File: src/rtl/radial_lens_shading_apply_defines.svh
// Assertion macros for the radial lens shading block.
// Used by files that check behaviour; they expect signals clk and rst in scope.
`ifndef RADIAL_LENS_SHADING_APPLY_DEFINES_SVH
`define RADIAL_LENS_SHADING_APPLY_DEFINES_SVH

// Same-cycle implication, disabled during reset.
`define LSA_ASSERT_IMPL(label, ante, cons) \
  label: assert property (@(posedge clk) disable iff (rst) (ante) |-> (cons)) \
    else $error("lsa assertion failed");

// Next-cycle implication, disabled during reset.
`define LSA_ASSERT_NEXT(label, ante, cons) \
  label: assert property (@(posedge clk) disable iff (rst) (ante) |=> (cons)) \
    else $error("lsa assertion failed");

`endif

File: src/rtl/lsa_pkg.sv
// Package for the radial lens shading block: constants, types and helpers.
// No dependencies; all block files but the RAM and macro header import it.
`default_nettype none
package lsa_pkg;

  // Table geometry.
  localparam int NODE_COUNT  = 129;
  localparam int SEG         = NODE_COUNT - 1;
  localparam int SEG_W       = $clog2(SEG);
  localparam int BIT_W       = $clog2(SEG_W);
  localparam int TAB_DEPTH   = 4 * NODE_COUNT;
  localparam int TAB_AW      = $clog2(TAB_DEPTH);
  localparam int MAX_DIM     = 8192;

  // Field and datapath widths.
  localparam int DIM_W   = 14;
  localparam int HALF_W  = 13;
  localparam int POS_W   = 13;
  localparam int PIX_W   = 16;
  localparam int GAIN_W  = 16;
  localparam int NODE_W  = 8;
  localparam int R_W     = 2 * POS_W + 1;
  localparam int RMAX_W  = 2 * HALF_W;
  localparam int STEP_W  = RMAX_W - SEG_W;
  localparam int DEN_W   = STEP_W;
  localparam int DVD_W   = GAIN_W + DEN_W;
  localparam int PROD_W  = PIX_W + GAIN_W;
  localparam int CIDX_W  = 3;
  localparam int QDEPTH  = 2;
  localparam int QPTR_W  = $clog2(QDEPTH);
  localparam int QCNT_W  = $clog2(QDEPTH + 1);

  localparam logic [GAIN_W-1:0] CENTER_GAIN = GAIN_W'(4096);

  // Item operation codes.
  typedef enum logic {
    OP_PIXEL = 1'b0,
    OP_WRITE = 1'b1
  } op_t;

  // Configuration register indexes.
  typedef enum logic [CIDX_W-1:0] {
    CFG_WIDTH  = 3'd0,
    CFG_HEIGHT = 3'd1,
    CFG_DEPTH  = 3'd2,
    CFG_SCALE  = 3'd3,
    CFG_FORMAT = 3'd4
  } cfg_idx_t;

  typedef struct packed {
    logic [DIM_W-1:0] width;
    logic [DIM_W-1:0] height;
    logic [4:0]       depth;
    logic [2:0]       scale;
    logic [1:0]       format;
  } cfg_t;

  // Classified word passed from the front to the back.
  typedef struct packed {
    op_t               op;
    logic              wr_ok;
    logic [TAB_AW-1:0] waddr;
    logic [GAIN_W-1:0] gain;
    logic [1:0]        chan;
    logic [POS_W-1:0]  adx;
    logic [POS_W-1:0]  ady;
    logic [PIX_W-1:0]  pix;
  } q_entry_t;

  typedef enum logic [3:0] {
    B_IDLE, B_RSQ, B_MSQ, B_SRCH, B_RD0, B_RD1, B_RD2,
    B_DINI, B_DIV, B_DFIN, B_MUL, B_SAT, B_OUT
  } bst_t;

  // Half of a dimension, clamped to the largest supported size.
  function automatic logic [HALF_W-1:0] half_dim(input logic [DIM_W-1:0] d);
    logic [DIM_W-1:0] c;
    c = (d > DIM_W'(MAX_DIM)) ? DIM_W'(MAX_DIM) : d;
    return c[DIM_W-1:1];
  endfunction

  // Bayer colour channel: the format code flipped by row and column parity.
  function automatic logic [1:0] bayer_chan(input logic [1:0] fmt,
                                            input logic row0, input logic col0);
    return fmt ^ {row0, col0};
  endfunction

endpackage
`default_nettype wire

File: src/rtl/lsa_in_if.sv
// Input channel: one pixel or table write word with valid/ready.
// Depends on lsa_pkg for field widths.
`default_nettype none
interface lsa_in_if;
  import lsa_pkg::*;
  logic              valid;
  logic              ready;
  logic              op;
  logic [POS_W-1:0]  col;
  logic [POS_W-1:0]  row;
  logic [PIX_W-1:0]  pixel_in;
  logic [1:0]        channel;
  logic [NODE_W-1:0] node;
  logic [GAIN_W-1:0] gain;
  modport source (output valid, op, col, row, pixel_in, channel, node, gain,
                  input ready);
  modport sink   (input valid, op, col, row, pixel_in, channel, node, gain,
                  output ready);
endinterface
`default_nettype wire

File: src/rtl/lsa_front.sv
// Front end: accepts words, classifies them and prepares table and geometry fields.
// Depends on lsa_pkg and lsa_in_if.
`default_nettype none
module lsa_front (
  lsa_in_if.sink               item,
  input  wire lsa_pkg::cfg_t     cfg,
  input  wire logic              full,
  output logic                   push,
  output lsa_pkg::q_entry_t      entry
);
  import lsa_pkg::*;

  logic [HALF_W-1:0] cx;
  logic [HALF_W-1:0] cy;

  // Accept whenever the queue has room.
  assign item.ready = !full;
  assign push       = item.valid && !full;

  assign cx = half_dim(cfg.width);
  assign cy = half_dim(cfg.height);

  // Absolute offsets to the centre, colour channel and write address.
  always_comb begin
    entry.op    = op_t'(item.op);
    entry.wr_ok = ({1'b0, item.node} < (NODE_W + 1)'(NODE_COUNT));
    entry.waddr = TAB_AW'(item.channel * NODE_COUNT + item.node);
    entry.gain  = item.gain;
    entry.chan  = bayer_chan(cfg.format, item.row[0], item.col[0]);
    entry.adx   = (item.col >= cx) ? POS_W'(item.col - cx) : POS_W'(cx - item.col);
    entry.ady   = (item.row >= cy) ? POS_W'(item.row - cy) : POS_W'(cy - item.row);
    entry.pix   = item.pixel_in;
  end
endmodule
`default_nettype wire

File: src/flat_wrapper.sv
// flat-port wrapper written by rule: the top's interface ports become plain ports
module lsa_front_flat import lsa_pkg::*;
  (cfg, full, push, entry, item_valid, item_op, item_col, item_row, item_pixel_in, item_channel, item_node, item_gain, item_ready);
  lsa_in_if item_i ();
  input  wire lsa_pkg::cfg_t cfg;
  input  wire logic full;
  output logic push;
  output lsa_pkg::q_entry_t entry;
  input wire logic [$bits(item_i.valid)-1:0] item_valid;
  input wire logic [$bits(item_i.op)-1:0] item_op;
  input wire logic [$bits(item_i.col)-1:0] item_col;
  input wire logic [$bits(item_i.row)-1:0] item_row;
  input wire logic [$bits(item_i.pixel_in)-1:0] item_pixel_in;
  input wire logic [$bits(item_i.channel)-1:0] item_channel;
  input wire logic [$bits(item_i.node)-1:0] item_node;
  input wire logic [$bits(item_i.gain)-1:0] item_gain;
  output wire logic [$bits(item_i.ready)-1:0] item_ready;
  assign item_i.valid = item_valid;
  assign item_i.op = item_op;
  assign item_i.col = item_col;
  assign item_i.row = item_row;
  assign item_i.pixel_in = item_pixel_in;
  assign item_i.channel = item_channel;
  assign item_i.node = item_node;
  assign item_i.gain = item_gain;
  assign item_ready = item_i.ready;
  lsa_front u_core (.item(item_i), .cfg(cfg), .full(full), .push(push), .entry(entry));
endmodule
File: config.mk
export PLATFORM = sky130hd
export DESIGN_NAME = lsa_front_flat
export DESIGN_NICKNAME = d
export VERILOG_FILES = /design/src/rtl/radial_lens_shading_apply_defines.svh /design/src/rtl/lsa_pkg.sv /design/src/rtl/lsa_in_if.sv /design/src/rtl/lsa_front.sv /design/src/flat_wrapper.sv
export SDC_FILE = /design/constraint.sdc
export NUM_CORES = 1
export LEC_CHECK = 0
export ABC_AREA = 1
export ABC_CLOCK_PERIOD_IN_PS = 3300
export BUFFER_PORTS_ARGS = -buffer_cell sky130_fd_sc_hd__buf_2
export CORE_UTILIZATION = 51
export DETAILED_ROUTE_END_ITERATION = 10
export PLACE_DENSITY = 0.87
export SYNTH_ARGS = -nofsm -noshare
export SYNTH_HDL_FRONTEND = slang
export SYNTH_SLANG_ARGS = --single-unit
File: constraint.sdc
create_clock -name vclk -period 3.3
set_clock_uncertainty 0.2 [all_clocks]
set_input_delay 0.495 -clock vclk [all_inputs]
set_output_delay 0.495 -clock vclk [all_outputs]
set_load 0.01 [all_outputs]
==> flow_summary.ini, run 1 <==
[placed_design]
portBuffers = 109
place_hpwl_um = 10430
gp_congestion = 0.9434
pre_cts_ws_ps = -374.8

[sta]
maxSlewHeadroom_pct = 69.65
hold_viol = 0
rsz0062_at_grt = yes
worst_slew_pin_slew_ps = 455.2
final_max_slew_viol_count = 0
setup_ws_ps = -333.5
holdWs_ps = 790.0
fin_crit_ps = 3633
finalSetupTns_ps = -6280
fmax_mhz = 275.2
setup_viol = 24
min_period_over_period_pct = 110.1

[detailed_routing]
wl_per_cell_um = 16.02
remaining_drc_errors = 0
vias = 5912
routed_wirelength_um = 17460
antenna_left = 0
via_per_inst = 5.424
drtIter0Drc = 317
drt-pass1-iter-count = 5

[run_status]
failed_checks = setup timing
outcome = finished with violations

[floorplanning]
die_w_um = 92.93
rows = 32
dieArea_um2 = 8635
start_util_pct = 53.73
core-area_um2 = 7848
die_h_um = 92.93
top_level_ports = 183

[synth]
syn_inst = 782
syn_nets = 954
syn_area_um2 = 4217
ys_seq_area_share_pct = 0
synth.avg_cell_area_um2 = 5.392
yosys_warnings = 0
synthDistinctLibCells = 31

[pwr]
leakage_nw = 3.947
ir_drop_v = 0.0001311
power_density_nw_per_um2 = 206.5

[finish]
areaGrowthSynthToFinish_pct = 59.94
numSequentialCells = 0
nets = 1162
clkbuf_count = 0
seq_area_um2 = 0
layout_commonest_cell = nand2_1
post-route-util_pct = 85.94
antenna_cells = 0
drive_above_1_share_pct = 48.48
final_cell_mix = nand2_1 (220), inv_1 (137), buf_4 (128)

[setup_path]
arrival_ps = 2940
cp_max_fo = 5
cp_slowest_cell = nor4_4
critical_path.top_delay_family = simple AND/OR/NAND/NOR gates
max_stage_delay_ps = 250
startpoint_type = input pin
required_ps = 2600
worstPathCellList = buf_6 > nor4_4 > buf_4 > nand4_1 > buf_6 > a21boi_0 > ha_2 > fa_1 > inv_1 > buf_4 > nand3_1 > nand3_1 > nand2_1 > nand2_1 > nand2_1 > nand2_1 > buf_2
crit_type = input pin to output pin
crit_buf_inv = 6
end_kind = output pin
crit_top_cell = nand2_1

[global_routing]
antenna_found_initial = 0
grt_overflow = 0
grt_max_degree = 14
grt_pass1_wl_um = 22340
grt_use_total_pct = 31.47
grt_pass1_vias = 5412

[flow_run]
max_cap_violations = 0

[hold_path]
min_path_type = input pin to output pin
## cell type report
class / count / area [um^2]
multi-input combinational: 559 / 4135
timing repair buffer: 255 / 1805
fill: 421 / 1104
inverter: 174 / 675.6
tap: 102 / 127.6
## power breakdown
| group | switching (W) | internal [W] | leakage, nW |
|---|---|---|---|
| registers | 0 | 0 | 0 |
| clock network | 0 | 0 | 0 |
| logic | 0.000765 | 0.000627 | 3.95 |
| total | 0.000765 | 0.000627 | 3.95 |
## stage by stage
stage,instances,power [W],cell area (um^2)
2_1_floorplan,782,0.0006498,4217
3_3_place_gp,1070,0.001004,5493
3_5_place_dp,1070,0.001031,5493
4_1_cts,1082,0.001179,6108
5_1_grt,1090,0.001489,6744
6_report,1090,0.001393,6744
## timing repair
item,in CTS,in global routing
pin swaps,34,59
endpoints found under the setup margin,24,24
gates cloned,3,0
gates resized for setup,137,153
hold buffers,0,0
setup buffers,9,10
## per-layer routing
metal  vias up  global-route usage, %  part of all wire, %
li1       2742                      -                    -
met3       129                  2.709                  6.7
met4         0                  13.72                  7.8
met1      2681                  30.42                   33
met2       360                  65.75                   53
met5         -                      0                    0
## synth_stat cells
library cell | number | area [um^2]
a21boi_0 | 11 | 82.58
a21oi_1 | 17 | 85.08
a21oi_2 | 2 | 17.52
a31o_2 | 1 | 8.760
and2_1 | 2 | 12.51
buf_12 | 1 | 20.02
buf_2 | 3 | 15.01
buf_4 | 41 | 307.8
buf_8 | 1 | 15.01
clkbuf_1 | 2 | 7.510
clkbuf_2 | 2 | 10.01
fa_1 | 5 | 100.1
ha_1 | 58 | 725.7
inv_1 | 168 | 630.6
inv_2 | 6 | 22.52
nand2_1 | 302 | 1134
nand2_2 | 6 | 37.54
nand3_1 | 45 | 225.2
nand3_2 | 8 | 80.08
nand3_4 | 2 | 35.03
nand3b_1 | 1 | 7.510
nand4_1 | 19 | 118.9
nor2_1 | 22 | 82.58
nor2_2 | 4 | 25.02
nor3_1 | 5 | 25.02
nor4_1 | 3 | 18.77
o21ai_0 | 7 | 35.03
o21ai_2 | 4 | 35.03
o31ai_1 | 1 | 7.510
xnor2_1 | 6 | 52.55
xor2_1 | 27 | 236.5
## worst paths after layout
check	from	end	slack (ps)	cells after the start
setup / recovery	cfg[22]	entry[26]	-330	17
hold / removal	item_pixel_in[10]	entry[10]	790	0
## kinds of logic after synthesis
logic type,Yosys count,synth area share [%]
buffers and inverters,224,24.39
adder cells (fa/ha/maj),63,19.58
XOR/XNOR,33,6.855
AO/OA/AOI/OAI,43,6.439
AND/OR/NAND/NOR,419,42.73
No activity file was read; power rests on OpenSTA's default activity.
==> inputs of run 2 (changes only) <==
==> constraint.sdc (replaced) <==
create_clock -name vclk -period 3.3
set_clock_uncertainty 0.2 [all_clocks]
set_input_delay 0.165 -clock vclk [all_inputs]
set_output_delay 0.165 -clock vclk [all_outputs]
set_load 0.01 [all_outputs]
==> run 2 against run 1 <==
The flow now finishes without violations. Non-clock buffer count decreased by 123. Via count decreased by 19%. First-iteration DRC count decreased by 55%. Largest cell class unchanged. Utilization decreased by 26 points.
==> flow_summary.ini, run 2 (synthesis gave the netlist of run 1 again) <==
[run_status]
outcome = complete, no violations

[finish]
drive_above_1_share_pct = 19.42
antenna_cells = 0
areaGrowthSynthToFinish_pct = 11.75
numSequentialCells = 0
instances_no_fill = 967
layout_commonest_cell = nand2_1
fillCellCount = 845
post-route-util_pct = 60.04
finish.instance_area_um2 = 4712
nets = 1039
final_cell_mix = nand2_1 (301), inv_1 (168), buf_2 (109)
seq_area_um2 = 0
clkbuf_count = 0

[setup_path]
cp_max_fo = 11
end_kind = output pin
crit_type = input pin to output pin
max_stage_delay_ps = 370
worstPathCellList = buf_2 > nor4_1 > nand4_1 > buf_4 > a21boi_0 > ha_2 > nand2_1 > inv_2 > nand2_1 > nand3_1 > nand2_2 > nand3_4 > buf_4 > nand3_2 > nand2_1 > buf_2
crit_top_cell = nand2_1
cp_slowest_cell = nor4_1
startpoint_type = input pin
arrival_ps = 2700
required_ps = 2930

[placed_design]
dp.cells = 962
portBuffers = 109
postPlaceCellArea_um2 = 4657
place_hpwl_um = 9352
gp_congestion = 0.9101

[pwr]
p_seq_share_pct = 0
total_power_w = 0.0008889
switching_share_pct = 60.03
clockPowerShare_pct = 0
cell_internal_pwr_w = 0.0003553
ir_drop_v = 0.0001140
leakage_nw = 3.159
p_sw_w = 0.0005336
power_frac_comb_pct = 100.0
power_density_nw_per_um2 = 188.6

[sta]
maxSlewHeadroom_pct = 75.24
final_max_slew_viol_count = 0
setup_viol = 0
min_period_over_period_pct = 92.99
worst_slew_pin_slew_ps = 367.9
fmax_mhz = 325.9
fin_crit_ps = 3069
hold_viol = 0

[floorplanning]
start_util_pct = 53.73
core-area_um2 = 7848
die_w_um = 92.93
top_level_ports = 183
die_h_um = 92.93
rows = 32
dieArea_um2 = 8635

[global_routing]
grt_use_total_pct = 24.38
antenna_found_initial = 0
grt_overflow = 0
grt_pass1_wl_um = 17880
grt_max_degree = 18
grt_pass1_vias = 4460

[detailed_routing]
wl_per_cell_um = 10.91
drt-pass1-iter-count = 5
remaining_drc_errors = 0
routed_wirelength_um = 10550
via_per_inst = 4.927
antenna_left = 0
drtIter0Drc = 143
vias = 4764

[hold_path]
min_path_type = input pin to output pin

[flow_run]
max_cap_violations = 0

[cts]
cts_hold_buf = 0
## run 2: cell count changes in the layout (fill, tap and decap cells not counted), sizes merged
cell / change
buf: -123
## run 2: path summary, 6_finish.rpt
kind | from | endpoint | depth (start not counted) | slack (ps)
setup / recovery | cfg[11] | entry[25] | 16 | 230
hold / removal | item_pixel_in[10] | entry[10] | 0 | 130
## run 2: layout make-up
class	instances	area, um^2	area share, %
Multi-Input combinational cell	559	3208	68.08
Timing Repair Buffer	132	718.2	15.24
Tap cell	102	127.6	2.708
Inverter	174	658.1	13.97
## run 2: timing repair
action	CTS	global route
endpoints found under the setup margin	0	20
buffers inserted	0	4
gates resized for setup	0	6
## run 2: power by group through the flow
stage | logic [W] | clock network [W] | registers (W)
after floorplan | 0.000650 | 0 | 0
final | 0.000889 | 0 | 0
after CTS | 0.000873 | 0 | 0
after global placement | 0.000854 | 0 | 0
after detailed placement | 0.000869 | 0 | 0
after global routing | 0.00100 | 0 | 0
## run 2: per-layer routing
layer / part of all wire, % / GRT usage, %
met5: 0 / 0
met2: 52 / 49.08
met3: 4.8 / 1.478
met1: 41 / 27.13
met4: 2.4 / 6.154
## run 2: stage by stage
stage                     hold WS (ps)  setup WS (ps)  TNS, ps
after detailed placement         130.1          93.17        0
after CTS                        130.1          91.75        0
after floorplan                  173.5          741.0        0
after global placement           130.1          162.2        0
final                            130.0          231.4        0
after global routing             130.0         -13.73   -25.24
## run 2: critical path: cells and delay by family
kind                     cells  cell delay (ps)
AO/OA/AOI/OAI                1              190
AND/OR/NAND/NOR              9             1310
buffers and inverters        5              680
adder cells (fa/ha/maj)      1              360
