<file path="src/rtl/radial_lens_shading_apply_defines.svh">
// Assertion macros for the radial lens shading block.
// Used by files that check behaviour; they expect signals clk and rst in scope.
`ifndef RADIAL_LENS_SHADING_APPLY_DEFINES_SVH
`define RADIAL_LENS_SHADING_APPLY_DEFINES_SVH

// Same-cycle implication, disabled during reset.
`define LSA_ASSERT_IMPL(label, ante, cons) \
  label: assert property (@(posedge clk) disable iff (rst) (ante) |-> (cons)) \
    else $error("lsa assertion failed");

// Next-cycle implication, disabled during reset.
`define LSA_ASSERT_NEXT(label, ante, cons) \
  label: assert property (@(posedge clk) disable iff (rst) (ante) |=> (cons)) \
    else $error("lsa assertion failed");

`endif

</file>
<file path="src/rtl/lsa_pkg.sv">
// Package for the radial lens shading block: constants, types and helpers.
// No dependencies; all block files but the RAM and macro header import it.
`default_nettype none
package lsa_pkg;

  // Table geometry.
  localparam int NODE_COUNT  = 129;
  localparam int SEG         = NODE_COUNT - 1;
  localparam int SEG_W       = $clog2(SEG);
  localparam int BIT_W       = $clog2(SEG_W);
  localparam int TAB_DEPTH   = 4 * NODE_COUNT;
  localparam int TAB_AW      = $clog2(TAB_DEPTH);
  localparam int MAX_DIM     = 8192;

  // Field and datapath widths.
  localparam int DIM_W   = 14;
  localparam int HALF_W  = 13;
  localparam int POS_W   = 13;
  localparam int PIX_W   = 16;
  localparam int GAIN_W  = 16;
  localparam int NODE_W  = 8;
  localparam int R_W     = 2 * POS_W + 1;
  localparam int RMAX_W  = 2 * HALF_W;
  localparam int STEP_W  = RMAX_W - SEG_W;
  localparam int DEN_W   = STEP_W;
  localparam int DVD_W   = GAIN_W + DEN_W;
  localparam int PROD_W  = PIX_W + GAIN_W;
  localparam int CIDX_W  = 3;
  localparam int QDEPTH  = 2;
  localparam int QPTR_W  = $clog2(QDEPTH);
  localparam int QCNT_W  = $clog2(QDEPTH + 1);

  localparam logic [GAIN_W-1:0] CENTER_GAIN = GAIN_W'(4096);

  // Item operation codes.
  typedef enum logic {
    OP_PIXEL = 1'b0,
    OP_WRITE = 1'b1
  } op_t;

  // Configuration register indexes.
  typedef enum logic [CIDX_W-1:0] {
    CFG_WIDTH  = 3'd0,
    CFG_HEIGHT = 3'd1,
    CFG_DEPTH  = 3'd2,
    CFG_SCALE  = 3'd3,
    CFG_FORMAT = 3'd4
  } cfg_idx_t;

  typedef struct packed {
    logic [DIM_W-1:0] width;
    logic [DIM_W-1:0] height;
    logic [4:0]       depth;
    logic [2:0]       scale;
    logic [1:0]       format;
  } cfg_t;

  // Classified word passed from the front to the back.
  typedef struct packed {
    op_t               op;
    logic              wr_ok;
    logic [TAB_AW-1:0] waddr;
    logic [GAIN_W-1:0] gain;
    logic [1:0]        chan;
    logic [POS_W-1:0]  adx;
    logic [POS_W-1:0]  ady;
    logic [PIX_W-1:0]  pix;
  } q_entry_t;

  typedef enum logic [3:0] {
    B_IDLE, B_RSQ, B_MSQ, B_SRCH, B_RD0, B_RD1, B_RD2,
    B_DINI, B_DIV, B_DFIN, B_MUL, B_SAT, B_OUT
  } bst_t;

  // Half of a dimension, clamped to the largest supported size.
  function automatic logic [HALF_W-1:0] half_dim(input logic [DIM_W-1:0] d);
    logic [DIM_W-1:0] c;
    c = (d > DIM_W'(MAX_DIM)) ? DIM_W'(MAX_DIM) : d;
    return c[DIM_W-1:1];
  endfunction

  // Bayer colour channel: the format code flipped by row and column parity.
  function automatic logic [1:0] bayer_chan(input logic [1:0] fmt,
                                            input logic row0, input logic col0);
    return fmt ^ {row0, col0};
  endfunction

endpackage
`default_nettype wire

</file>
<file path="src/rtl/lsa_fifo.sv">
// Short queue between front and back so that each side can stall on its own.
// Depends on lsa_pkg.
`default_nettype none
module lsa_fifo (
  input  wire logic              clk,
  input  wire logic              rst,
  input  wire logic              push,
  input  wire lsa_pkg::q_entry_t wdata,
  input  wire logic              pop,
  output logic                   valid,
  output logic                   full,
  output lsa_pkg::q_entry_t      rdata
);
  import lsa_pkg::*;

  q_entry_t            slots [QDEPTH];
  logic [QPTR_W-1:0]   wptr;
  logic [QPTR_W-1:0]   rptr;
  logic [QCNT_W-1:0]   count;

  assign valid = (count != '0);
  assign full  = (count == QCNT_W'(QDEPTH));
  assign rdata = slots[rptr];

  // Pointers and fill level.
  always_ff @(posedge clk) begin
    if (rst) begin
      wptr  <= '0;
      rptr  <= '0;
      count <= '0;
    end else begin
      if (push) begin
        wptr <= (wptr == QPTR_W'(QDEPTH - 1)) ? '0 : wptr + 1'b1;
      end
      if (pop) begin
        rptr <= (rptr == QPTR_W'(QDEPTH - 1)) ? '0 : rptr + 1'b1;
      end
      if (push && !pop) begin
        count <= count + 1'b1;
      end else if (pop && !push) begin
        count <= count - 1'b1;
      end
    end
  end

  // Storage.
  always_ff @(posedge clk) begin
    if (push) begin
      slots[wptr] <= wdata;
    end
  end
endmodule
`default_nettype wire

</file>
<file path="config.mk">
export PLATFORM = sky130hd
export DESIGN_NAME = lsa_fifo
export DESIGN_NICKNAME = d
export VERILOG_FILES = /design/src/rtl/radial_lens_shading_apply_defines.svh /design/src/rtl/lsa_pkg.sv /design/src/rtl/lsa_fifo.sv
export SDC_FILE = /design/constraint.sdc
export NUM_CORES = 1
export LEC_CHECK = 0
export BUFFER_PORTS_ARGS = -buffer_cell sky130_fd_sc_hd__buf_4
export CAP_MARGIN = 20
export CELL_PAD_IN_SITES_DETAIL_PLACEMENT = 1
export CELL_PAD_IN_SITES_GLOBAL_PLACEMENT = 2
export CORE_MARGIN = 5
export CORE_UTILIZATION = 38
export DETAILED_ROUTE_END_ITERATION = 10
export GPL_TIMING_DRIVEN = 0
export PLACE_DENSITY_LB_ADDON = 0.12
export RECOVER_POWER = 100
export SLEW_MARGIN = 20
export SYNTH_ARGS = -nofsm -noshare
export SYNTH_HDL_FRONTEND = slang
export SYNTH_SLANG_ARGS = --single-unit
</file>
<file path="constraint.sdc">
create_clock -name clk -period 4.97 [get_ports clk]
set_input_delay 0.994 -clock clk [delete_from_list [all_inputs] [get_ports clk]]
set_output_delay 0.994 -clock clk [all_outputs]
set_load 0.03 [all_outputs]
</file>
==> results of run 1 <==
[worst paths after layout]
| check | depth (start not counted) | from | end | slack, ns |
|---|---|---|---|---|
| setup / recovery | 4 | flop | rdata[41] | 1.64 |
| hold / removal | 2 | count[1]$_SDFFE_PP0P_ | count[1]$_SDFFE_PP0P_ | 0.51 |
| setup reg to reg | 4 | wptr$_SDFFE_PP0P_ | slots[0][28]$_DFFE_PP_ | 2.25 |
| hold reg to reg | 2 | count[1]$_SDFFE_PP0P_ | count[1]$_SDFFE_PP0P_ | 0.51 |
[per-layer routing]
| metal | routed length [um] | part of all wire | up-vias | GRT usage |
|---|---|---|---|---|
| met4 | 212 | 0.020 | 0 | 0.06051 |
| li1 | - | - | 1321 | - |
| met5 | 0 | 0 | - | 0 |
| met2 | 5484 | 0.51 | 87 | 0.2241 |
| met1 | 4209 | 0.39 | 1384 | 0.1485 |
| met3 | 807 | 0.075 | 17 | 0.04699 |
[sequential cells by signal, indices dropped and copies added, names as in the netlist, named ones only]
register / flops
count: 2
rptr: 1
slots: 144
wptr: 1
[stage by stage]
step / utilization / area, um^2 / TNS [ns] / hold slack, ns
floorplan: - / 5431 / 0 / 0.4564
global placement: 0.4862 / 6775 / -145.29 / 0.4832
detailed placement: 0.4968 / 6923 / 0 / 0.4974
CTS: 0.5376 / 7491 / 0 / 0.5161
global route: 0.5089 / 7092 / 0 / 0.5561
finish: 0.5089 / 7092 / 0 / 0.5130
[where the power goes]
group          total, mW  internal, mW  switching [mW]  leakage, nW
combinational      0.417         0.147           0.270        0.799
clock               1.23         0.772           0.456        0.282
sequential          1.48          1.47          0.0177         1.39
[area by class of cell]
type / instances / share of cell area
multi-input combinational: 88 / 0.1293
inverter: 1 / 0.0005293
clock inverter: 14 / 0.02011
tap: 180 / 0.03176
timing repair buffer: 154 / 0.1302
sequential: 149 / 0.6239
buffer: 8 / 0.004234
clock buffer: 17 / 0.05999
[cell families after synthesis]
logic type | Yosys count | share of synthesized area
flip-flops | 149 | 0.8146
multiplexers | 72 | 0.1493
buffers and inverters | 9 | 0.01659
AND/OR/NAND/NOR | 9 | 0.008987
XOR/XNOR | 4 | 0.006451
AO/OA/AOI/OAI | 2 | 0.001841
adder cells (fa/ha/maj) | 1 | 0.002303
[critical path, cell delays in order (launching register included)]
cell      delay, ns
dfxtp_1        0.30
clkbuf_1       0.42
clkbuf_1       0.56
mux2_2         0.41
clkbuf_1       0.23
[placed cells by master, fill, tap and decap left out, drive strengths merged]
cell type / count
and2: 1
a21oi: 1
bufinv: 3
dfxtp: 5
clkinv: 10
or3: 1
mux2: 72
xor2: 2
buf: 14
ha: 1
clkbuf: 165
xnor2: 2
o21ai: 1
or2: 1
clkinvlp: 1
nor2: 4
nor2b: 1
and2b: 1
edfxtp: 144
inv: 1
==> run summary, run 1 <==
Result of the run - complete, but fails checks
Failing checks - max-capacitance violations, max-slew violations
Leading post-synthesis cells by instance count - edfxtp_1 (144), mux2_2 (72), buf_6 (7)
Standard-cell rows - 43
Leakage power - 2.474 nW
Worst Skew - 0.003113 ns
CP Max Fanout - 10
Fin cells - 611
I/O pin total - 150
Number of enable flip-flop cells after synthesis - 144
Period utilisation layout - 0.6691
Type of the worst setup path - reg2out
Power Dens Cells - 441.2 nW/um^2
DIE WIDTH - 129.6 um
Peak supply drop - 0.2951 mV
Headroom to the max-slew limit - -0.4746
Fmax - 300.7 MHz
Vias per std cell - 4.597
Synthesized cell area - 5431 um^2
Instance count after placement with tap cells included - 580
Syn-to-layout area delta - 30.57%
Area of the core - 13930 um^2
Fraction of synthesis flops using an asynchronous set or reset pin - 0
Number of hold-repair buffers added at the cts stage - 0
Total of buffers placed on input and output ports - 149
Number of inserted diodes - 0
Number of gates given a new drive strength after cts - 0
All-Layer GR Usage - 0.1316
Largest buffer count on any clock path - 2
Critical Path Source Type - flop
Worst slack, placed - 2.495 ns
Syn nets - 323
Final hold vios - 0
Effective utilization at floorplan - 0.3898
Height of the die - 129.6 um
Synthesized area per cell - 22.08 um^2
Ratio of cells with drive above 1 in the final layout - 0.4060
Critical path data required time - 3.98 ns
Worst Setup End Kind - primary output
Final Total Pwr - 3.129 mW
Clock-pin slew on the worst setup and hold paths - 0.06 ns
Number of inserted filler cells in the final layout - 1349
DRC violation total after the first TritonRoute iteration - 74
Setup ws final - 1.644 ns
Total die area - 16780 um^2
Vias after detailed routing - 2809
Sequential element share of the synthesized area - 0.8146
Clock buffers created by TritonCTS - 17
Unrepaired setup endpoints after global routing - false
Area share of the leading cell type in the synthesized netlist - 0.7961
Insertion delay to the later sink of the worst-skew pair - 0.40 ns
Clock tree sinks - 149
Area used by multi-input combinational logic - 917.1 um^2
Number of global-route vias before repair - 3151
Number of antenna violations at the first check in global routing - 0
Hold/Removal Path Class - reg2reg
Total Wirelength - 10710 um
Weighted congestion reported at the end of routability-driven placement - 0.6606
Leading post-synthesis cells by cell area - edfxtp_1 (80%), mux2_2 (15%), dfxtp_1 (1.8%), buf_6 (1.5%), xnor2_1 (0.32%)
Overflow after GRT - 0
Worst endpoint data arrival time - 2.33 ns
Root Buffer - clkbuf_16
Measured slew at the worst slew-check pin - 2.211 ns
Count leader, synth - edfxtp_1
Average wire per standard cell - 17.54 um
Total area of sequential cells - 4424 um^2
Final critical path time including I/O delays and setup - 3.326 ns
Number of nets in the final layout - 496
Count of synthesis-stage warnings from yosys - 0
Unique masters post-synth - 17
Wire length of the first global-routing pass - 16260 um
Post-detail-place hpwl - 7482 um
Most common flop cell mapped by yosys - edfxtp_1
Post-CTS Setup Inserts - 0
DRC viols - 0
Max-slew violations - 30
Antenna violation net count after detailed routing - 0
Cell type with the highest aggregate area in the netlist - edfxtp_1
Pin count of the biggest net entering global routing - 44
Detailed-routing iteration count for the pre-antenna-repair pass - 4
Final-report setup violation count - 0
TritonCTS clock tree - done
Cell count after synthesis - 246
Max-cap violation count - 1
Total of flip-flops plus latches after synthesis - 149
CTS H-tree depth - 4
No activity file was read; power rests on OpenSTA's default activity.
==> run 2: changes to the inputs <==
Settings changed: ABC_AREA set to 1, CORE_UTILIZATION 38 to 39.
Clock period 4.97 ns to 3.1 ns, I/O delays scaled along.
==> run 2 against run 1 <==
Against the previous run: the flow now finishes without violations; design area increased by 5.0%; wire length rose by 2.9%; sequential share of layout area shrank 3.0 points; clock power up 56%; power up 60%; worst setup slack worse by 0.97 ns; synthesized cell count up 4.5%; register-to-register slack worse by 1.5 ns; sequential power is 59% higher; critical endpoint is now slots[0][56]$_DFFE_PP_; highest routed layer unchanged.
==> run summary, run 2 <==
Fmax - 412.3 MHz
Total of buffers placed on input and output ports - 149 (unchanged)
Number of inserted filler cells in the final layout - 1379 (+2.2%)
Reg2Reg Depth - 4 (unchanged)
Number of hold-repair buffers added at the cts stage - 0 (unchanged)
All-Layer GR Usage - 0.1295 (-0.002096)
Syn-to-layout area delta - 28.94%
CP Max Fanout - 21 (+11)
Total Wirelength - 11020 um (+2.9%)
Register ranked first by flip-flop count - slots
Max-cap violation count - 0 (-1)
Total die area - 17340 um^2 (+3.3%)
Unrepaired setup endpoints after global routing - false
Highest-count cells in the layout ignoring fill and taps - edfxtp_1 (144), clkbuf_1 (91), mux2_4 (70), clkbuf_4 (50), clkbuf_16 (17)
CTS H-tree depth - 4 (unchanged)
DIE WIDTH - 131.7 um (+1.6%)
Biggest regs - slots (144), count (2)
Fraction of synthesis flops using an asynchronous set or reset pin - 0 (unchanged)
TritonCTS clock tree - done
Worst reg2reg setup slack - 0.76 ns (-1.49 ns)
Detailed-routing iteration count for the pre-antenna-repair pass - 4 (unchanged)
Max-slew violations - 0 (-100%)
Synthesized cell area - 5776 um^2 (+6.3%)
DRC viols - 0 (unchanged)
Area share of the leading cell type in the synthesized netlist - 0.7487 (-0.04743)
Height of the die - 131.7 um (+1.6%)
Instance count after placement with tap cells included - 594 (+2.4%)
Worst Setup End Kind - flop
Setup ws final - 0.6747 ns (-0.9697 ns)
Cell count after synthesis - 257 (+4.5%)
Ratio of cells with drive above 1 in the final layout - 0.3959 (-0.01010)
Leading post-synthesis cells by instance count - edfxtp_1 (144), mux2_4 (70), inv_1 (9)
Number of enable flip-flop cells after synthesis - 144 (unchanged)
Worst R2R End - slots[0][56]$_DFFE_PP_
Clock tree sinks - 149 (unchanged)
Overflow after GRT - 0 (unchanged)
Result of the run - finished clean
Vias per std cell - 4.492 (-2.3%)
Finished layout cell area - 7447 um^2 (+5.0%)
Unique masters post-synth - 16 (-1)
Standard-cell rows - 44 (+2.3%)
Effective utilization at floorplan - 0.3974 (+0.007601)
Period utilisation layout - 0.7824
Power Dens Cells - 672.8 nW/um^2 (+52%)
Clock buffers created by TritonCTS - 17 (unchanged)
Antenna violation net count after detailed routing - 0 (unchanged)
Total of flip-flops plus latches after synthesis - 149 (unchanged)
Worst Skew - 0.008301 ns (+0.005188 ns)
Number of gates given a new drive strength after cts - 0 (unchanged)
Post-CTS Setup Inserts - 0 (unchanged)
Headroom to the max-slew limit - 0.2346 (+0.7092)
Weighted congestion reported at the end of routability-driven placement - 0.7388 (+12%)
Peak supply drop - 0.3482 mV (+18%)
Final-report setup violation count - 0 (unchanged)
Type of the worst setup path - in2reg
Worst endpoint data arrival time - 2.46 ns (+0.13 ns)
Fin cells - 626 (+2.5%)
Number of global-route vias before repair - 3268 (+3.7%)
Critical path data required time - 3.14 ns (-0.84 ns)
Total area of sequential cells - 4424 um^2 (unchanged)
Number of antenna violations at the first check in global routing - 0 (unchanged)
Critical Path Source Type - primary input
Measured slew at the worst slew-check pin - 1.142 ns (-1.069 ns)
Most common flop cell mapped by yosys - edfxtp_1
Syn nets - 334 (+3.4%)
Number of nets in the final layout - 506 (+2.0%)
Clock-pin slew on the worst setup and hold paths - 0.06 ns (about the same)
Hold/Removal Path Class - in2reg
Area used by multi-input combinational logic - 1174 um^2 (+28%)
Area of the core - 14530 um^2 (+4.3%)
Leakage power - 2.771 nW (+12%)
Max FFs per register - 144 (unchanged)
Post-place instance area - 7237 um^2 (+4.5%)
Worst slack, placed - 0.8542 ns (-1.641 ns)
Post-detail-place hpwl - 7800 um (+4.3%)
Wire length of the first global-routing pass - 17080 um (+5.0%)
Sequential element share of the synthesized area - 0.7660 (-0.04853)
Number of instances on the worst hold path - 2 (unchanged)
Count of synthesis-stage warnings from yosys - 0 (unchanged)
Final core utilization - 0.5124 (+0.003463)
Most frequent standard cell in the layout excluding fill and tap cells - edfxtp_1
Leading post-synthesis cells by cell area - edfxtp_1 (75%), mux2_4 (18%), buf_12 (2.4%), dfxtp_1 (1.7%), inv_1 (0.58%)
Insertion delay to the later sink of the worst-skew pair - 0.41 ns (about the same)
DRC violation total after the first TritonRoute iteration - 137 (+85%)
Hold Crit Start - rst
Synthesized area per cell - 22.47 um^2 (+1.8%)
I/O pin total - 150 (unchanged)
Vias after detailed routing - 2812 (+0.11%)
Pin count of the biggest net entering global routing - 53 (+20%)
Reg-to-reg startpoint - wptr$_SDFFE_PP0P_
Final critical path time including I/O delays and setup - 2.425 ns
Root Buffer - clkbuf_16
Number of inserted diodes - 0 (unchanged)
Final hold vios - 0 (unchanged)
Largest buffer count on any clock path - 2 (unchanged)
Cell type with the highest aggregate area in the netlist - edfxtp_1
Count leader, synth - edfxtp_1
Average wire per standard cell - 17.61 um (+0.41%)
[run 2: changes by cell type after synthesis, sizes merged, moves of 2 or more]
| cell | previous run | this run |
|---|---|---|
| nand2 | 0 | 6 |
| inv | 1 | 9 |
| nor2 | 4 | 6 |
| xor2 | 2 | 0 |
[run 2: how the worst max path moves through the flow]
stage | from | endpoint | slack (ns) | cells past startpoint
after floorplan | push | slots[0][0]$_DFFE_PP_ | 0.17 | 2
after global placement | push | slots[0][68]$_DFFE_PP_ | -1.13 | 3
after detailed placement | push | slots[0][56]$_DFFE_PP_ | 0.85 | 6
after CTS | flop | rdata[69] | 0.81 | 4
after global routing | push | slots[0][56]$_DFFE_PP_ | 0.46 | 6
final | push | slots[0][56]$_DFFE_PP_ | 0.67 | 6
[run 2: stage by stage]
step	TNS (ns)	hold WS [ns]	power (mW)
detailed placement	0	0.5176	3.244
global route	0	0.3682	5.224
CTS	0	0.3596	5.185
finish	0	0.3881	5.011
floorplan	0	0.4799	2.925
global placement	-112.26	0.4937	3.212
[run 2: cells by family after synthesis]
family / synth area share
buffers and inverters: 0.03206
AND/OR/NAND/NOR: 0.01061
flip-flops: 0.7660
adder cells (fa/ha/maj): 0.002166
AO/OA/AOI/OAI: 0.001731
multiplexers: 0.1859
XOR/XNOR: 0.001517
[run 2: cell type report]
cell class                      count  area share
Clock buffer                       23     0.06552
Sequential cell                   149      0.5941
Buffer                              8     0.02033
Timing Repair Buffer              153      0.1164
Clock inverter                      9     0.01042
Tap cell                          184     0.03091
Inverter                            9    0.004704
Multi-Input combinational cell     91      0.1576
[run 2: worst max-delay path: stages]
cell      delay [ns]
clkbuf_1        0.16
inv_1           0.09
nor2_4          0.49
buf_12          0.26
buf_16          0.18
clkbuf_1        0.63
[run 2: per-layer routing]
layer,global-route usage,up-vias,part of all wire
met5,0,-,0
met3,0.05581,10,0.070
li1,-,1339,-
met1,0.1342,1367,0.38
met2,0.2269,96,0.53
met4,0.05829,0,0.014
[run 2: report_power, final]
group	switching, mW	leakage [nW]	internal, mW
Combinational	0.425	1.10	0.303
Clock	0.743	0.275	1.18
Sequential	0.0282	1.39	2.33
==> run 3: changes to the inputs <==
Settings changed: CORE_UTILIZATION 39 to 35.
Clock period 3.1 ns to 2.06 ns, I/O delays scaled along.
==> run 3 against run 2 <==
Against the previous run: design area grew 4.9%; first-iteration DRC count rose by 8.8%; core utilization fell by 3.6 points; combinational power is 69% higher; critical endpoint is now rdata[43]; register-to-register slack lost 0.56 ns; worst setup slack worse by 0.60 ns; clock skew decreased by 0.0015 ns; via count rose by 1.9%; highest routed layer is now met5; cell count is 6.5% higher.
==> run summary, run 3 (same netlist as run 2, synthesis figures left out) <==
Result of the run - finished clean
Weighted congestion reported at the end of routability-driven placement - 0.6271 (-15%)
Syn-to-layout area delta - 35.25%
Average wire per standard cell - 17.77 um (+0.95%)
Post-detail-place hpwl - 8044 um (+3.1%)
Sequential cell fraction of total power - 0.448 (-0.023)
Critical path data required time - 1.65 ns (-1.49 ns)
Headroom to the max-slew limit - 0.5924 (+0.3577)
Internal power contribution - 6.092 mW (+60%)
Most frequent standard cell in the layout excluding fill and tap cells - edfxtp_1
Insertion delay to the later sink of the worst-skew pair - 0.41 ns (about the same)
Power share of the combinational group - 0.156 (+0.011)
Hold/Removal Path Class - in2reg
Max-cap violation count - 0 (unchanged)
DRC violation total after the first TritonRoute iteration - 149 (+8.8%)
Wire length of the first global-routing pass - 18000 um (+5.4%)
Register ranked first by flip-flop count - slots
Worst Setup End Kind - primary output
Number of inserted diodes - 0 (unchanged)
All-Layer GR Usage - 0.1249 (-0.004571)
Total area of sequential cells - 4428 um^2 (about the same)
Effective utilization at floorplan - 0.3520 (-0.04537)
Worst R2R End - slots[1][25]$_DFFE_PP_
CP Max Fanout - 10 (-52%)
Peak supply drop - 0.5160 mV (+48%)
Final-report setup violation count - 0 (unchanged)
Number of nets in the final layout - 511 (+0.99%)
Leakage power - 3.054 nW (+10%)
Reg2Reg Depth - 4 (unchanged)
Fmax - 503.8 MHz
Number of global-route vias before repair - 3209 (-1.8%)
Power Dens Cells - 1015 nW/um^2 (+51%)
Standard-cell rows - 47 (+6.8%)
Type of the worst setup path - reg2out
Worst endpoint data arrival time - 1.57 ns (-0.89 ns)
Number of hold-repair buffers added at the cts stage - 0 (unchanged)
Net Sw Frac - 0.2320 (-0.006656)
Clock-pin slew on the worst setup and hold paths - 0.05 ns (about the same)
Measured slew at the worst slew-check pin - 0.6115 ns (-0.5303 ns)
Fraction of power consumed by the clock network - 0.397 (+0.013)
Area used by multi-input combinational logic - 1174 um^2 (unchanged)
Unrepaired setup endpoints after global routing - false
CTS H-tree depth - 4 (unchanged)
Number of inserted filler cells in the final layout - 1552 (+13%)
Overflow after GRT - 0 (unchanged)
Largest buffer count on any clock path - 2 (unchanged)
Total of buffers placed on input and output ports - 149 (unchanged)
Highest-count cells in the layout ignoring fill and taps - edfxtp_1 (144), buf_4 (74), mux2_4 (70), clkbuf_4 (52), clkbuf_1 (25)
Net switching power - 1.840 mW (+54%)
Final critical path time including I/O delays and setup - 1.985 ns
Height of the die - 138.5 um (+5.1%)
Worst-case hold slack - 0.1832 ns (-0.2049 ns)
Number of antenna violations at the first check in global routing - 1 (+1)
Vias after detailed routing - 2866 (+1.9%)
Max-slew violations - 0 (unchanged)
Capturing element of the worst setup path - rdata[43]
Biggest regs - slots (144), count (2)
DRC viols - 0 (unchanged)
Final hold vios - 0 (unchanged)
Critical Path Source Type - flop
Clock tree sinks - 149 (unchanged)
Reg-to-reg startpoint - wptr$_SDFFE_PP0P_
Pin count of the biggest net entering global routing - 24 (-55%)
TritonCTS clock tree - done
Vias per std cell - 4.297 (-4.3%)
Antenna violation net count after detailed routing - 0 (unchanged)
Clock buffers created by TritonCTS - 17 (unchanged)
Total Wirelength - 11860 um (+7.6%)
DIE WIDTH - 138.5 um (+5.1%)
Ratio of cells with drive above 1 in the final layout - 0.5459 (+0.1499)
Worst reg2reg setup slack - 0.20 ns (-0.56 ns)
Period utilisation layout - 0.9636
Fin cells - 667 (+6.5%)
Worst Skew - 0.006821 ns (-0.001480 ns)
Instance count after placement with tap cells included - 632 (+6.4%)
Detailed-routing iteration count for the pre-antenna-repair pass - 4 (unchanged)
Total die area - 19170 um^2 (+11%)
Area of the core - 16410 um^2 (+13%)
Root Buffer - clkbuf_16
Max FFs per register - 144 (unchanged)
I/O pin total - 150 (unchanged)
## run 3: through the flow
stage | setup slack, ns | power, mW | setup TNS, ns | utilization | instance area [um^2]
after global placement | -0.8362 | 4.841 | -113.09 | 0.4377 | 7181
after detailed placement | 0.2634 | 4.895 | 0 | 0.4464 | 7323
final | 0.07497 | 7.932 | 0 | 0.4761 | 7811
after floorplan | 0.1150 | 4.400 | 0 | - | 5787
after global routing | 0.003274 | 8.254 | 0 | 0.4761 | 7811
after CTS | 0.002128 | 8.078 | 0 | 0.4833 | 7929
## run 3: layout make-up
class | count | area share
Buffer | 8 | 0.01986
Sequential cell | 149 | 0.5669
Tap cell | 220 | 0.03524
Timing Repair Buffer | 158 | 0.1466
Multi-Input combinational cell | 91 | 0.1502
Clock inverter | 12 | 0.02050
Inverter | 9 | 0.004805
Clock buffer | 20 | 0.05590
## run 3: worst min-delay path by stage
stage                            startpoint                      to  slack, ns  cells after the start
after CTS                         wdata[33]  slots[0][33]$_DFFE_PP_       0.16                      1
final                                   rst                    flop       0.18                      2
after detailed placement  rptr$_SDFFE_PP0P_                    flop       0.50                      2
after global placement    rptr$_SDFFE_PP0P_       rptr$_SDFFE_PP0P_       0.50                      2
after floorplan           rptr$_SDFFE_PP0P_                    flop       0.48                      2
after global routing                    rst                    flop       0.16                      2
## run 3: critical path, stage by stage (launching register included)
cell and delay [ns]:
dfxtp_4 0.37, buf_12 0.15, buf_12 0.15, mux2_4 0.31
buf_4 0.17
## run 3: timing repair
action,CTS,global route
endpoints found under the setup margin,45,70
cloned,0,2
gates resized for setup,2,3
hold endpoints to repair,0,0
setup buffers,0,1
## run 3: per-layer routing
layer  GRT usage  wire length (um)  vias to the layer above
met5           0                13                        -
li1            -                 -                     1352
met3     0.05421               720                       14
met4     0.04212               131                        2
met1      0.1442              4902                     1404
met2      0.2091              6087                       94
## run 3: power by group through the flow
stage | Combinational, mW | Clock, mW | Sequential (mW)
finish | 1.23 | 3.15 | 3.55
global route | 1.31 | 3.38 | 3.57
CTS | 1.30 | 3.23 | 3.55
detailed placement | 1.28 | 0 | 3.61
global placement | 1.23 | 0 | 3.61
floorplan | 0.796 | 0 | 3.60
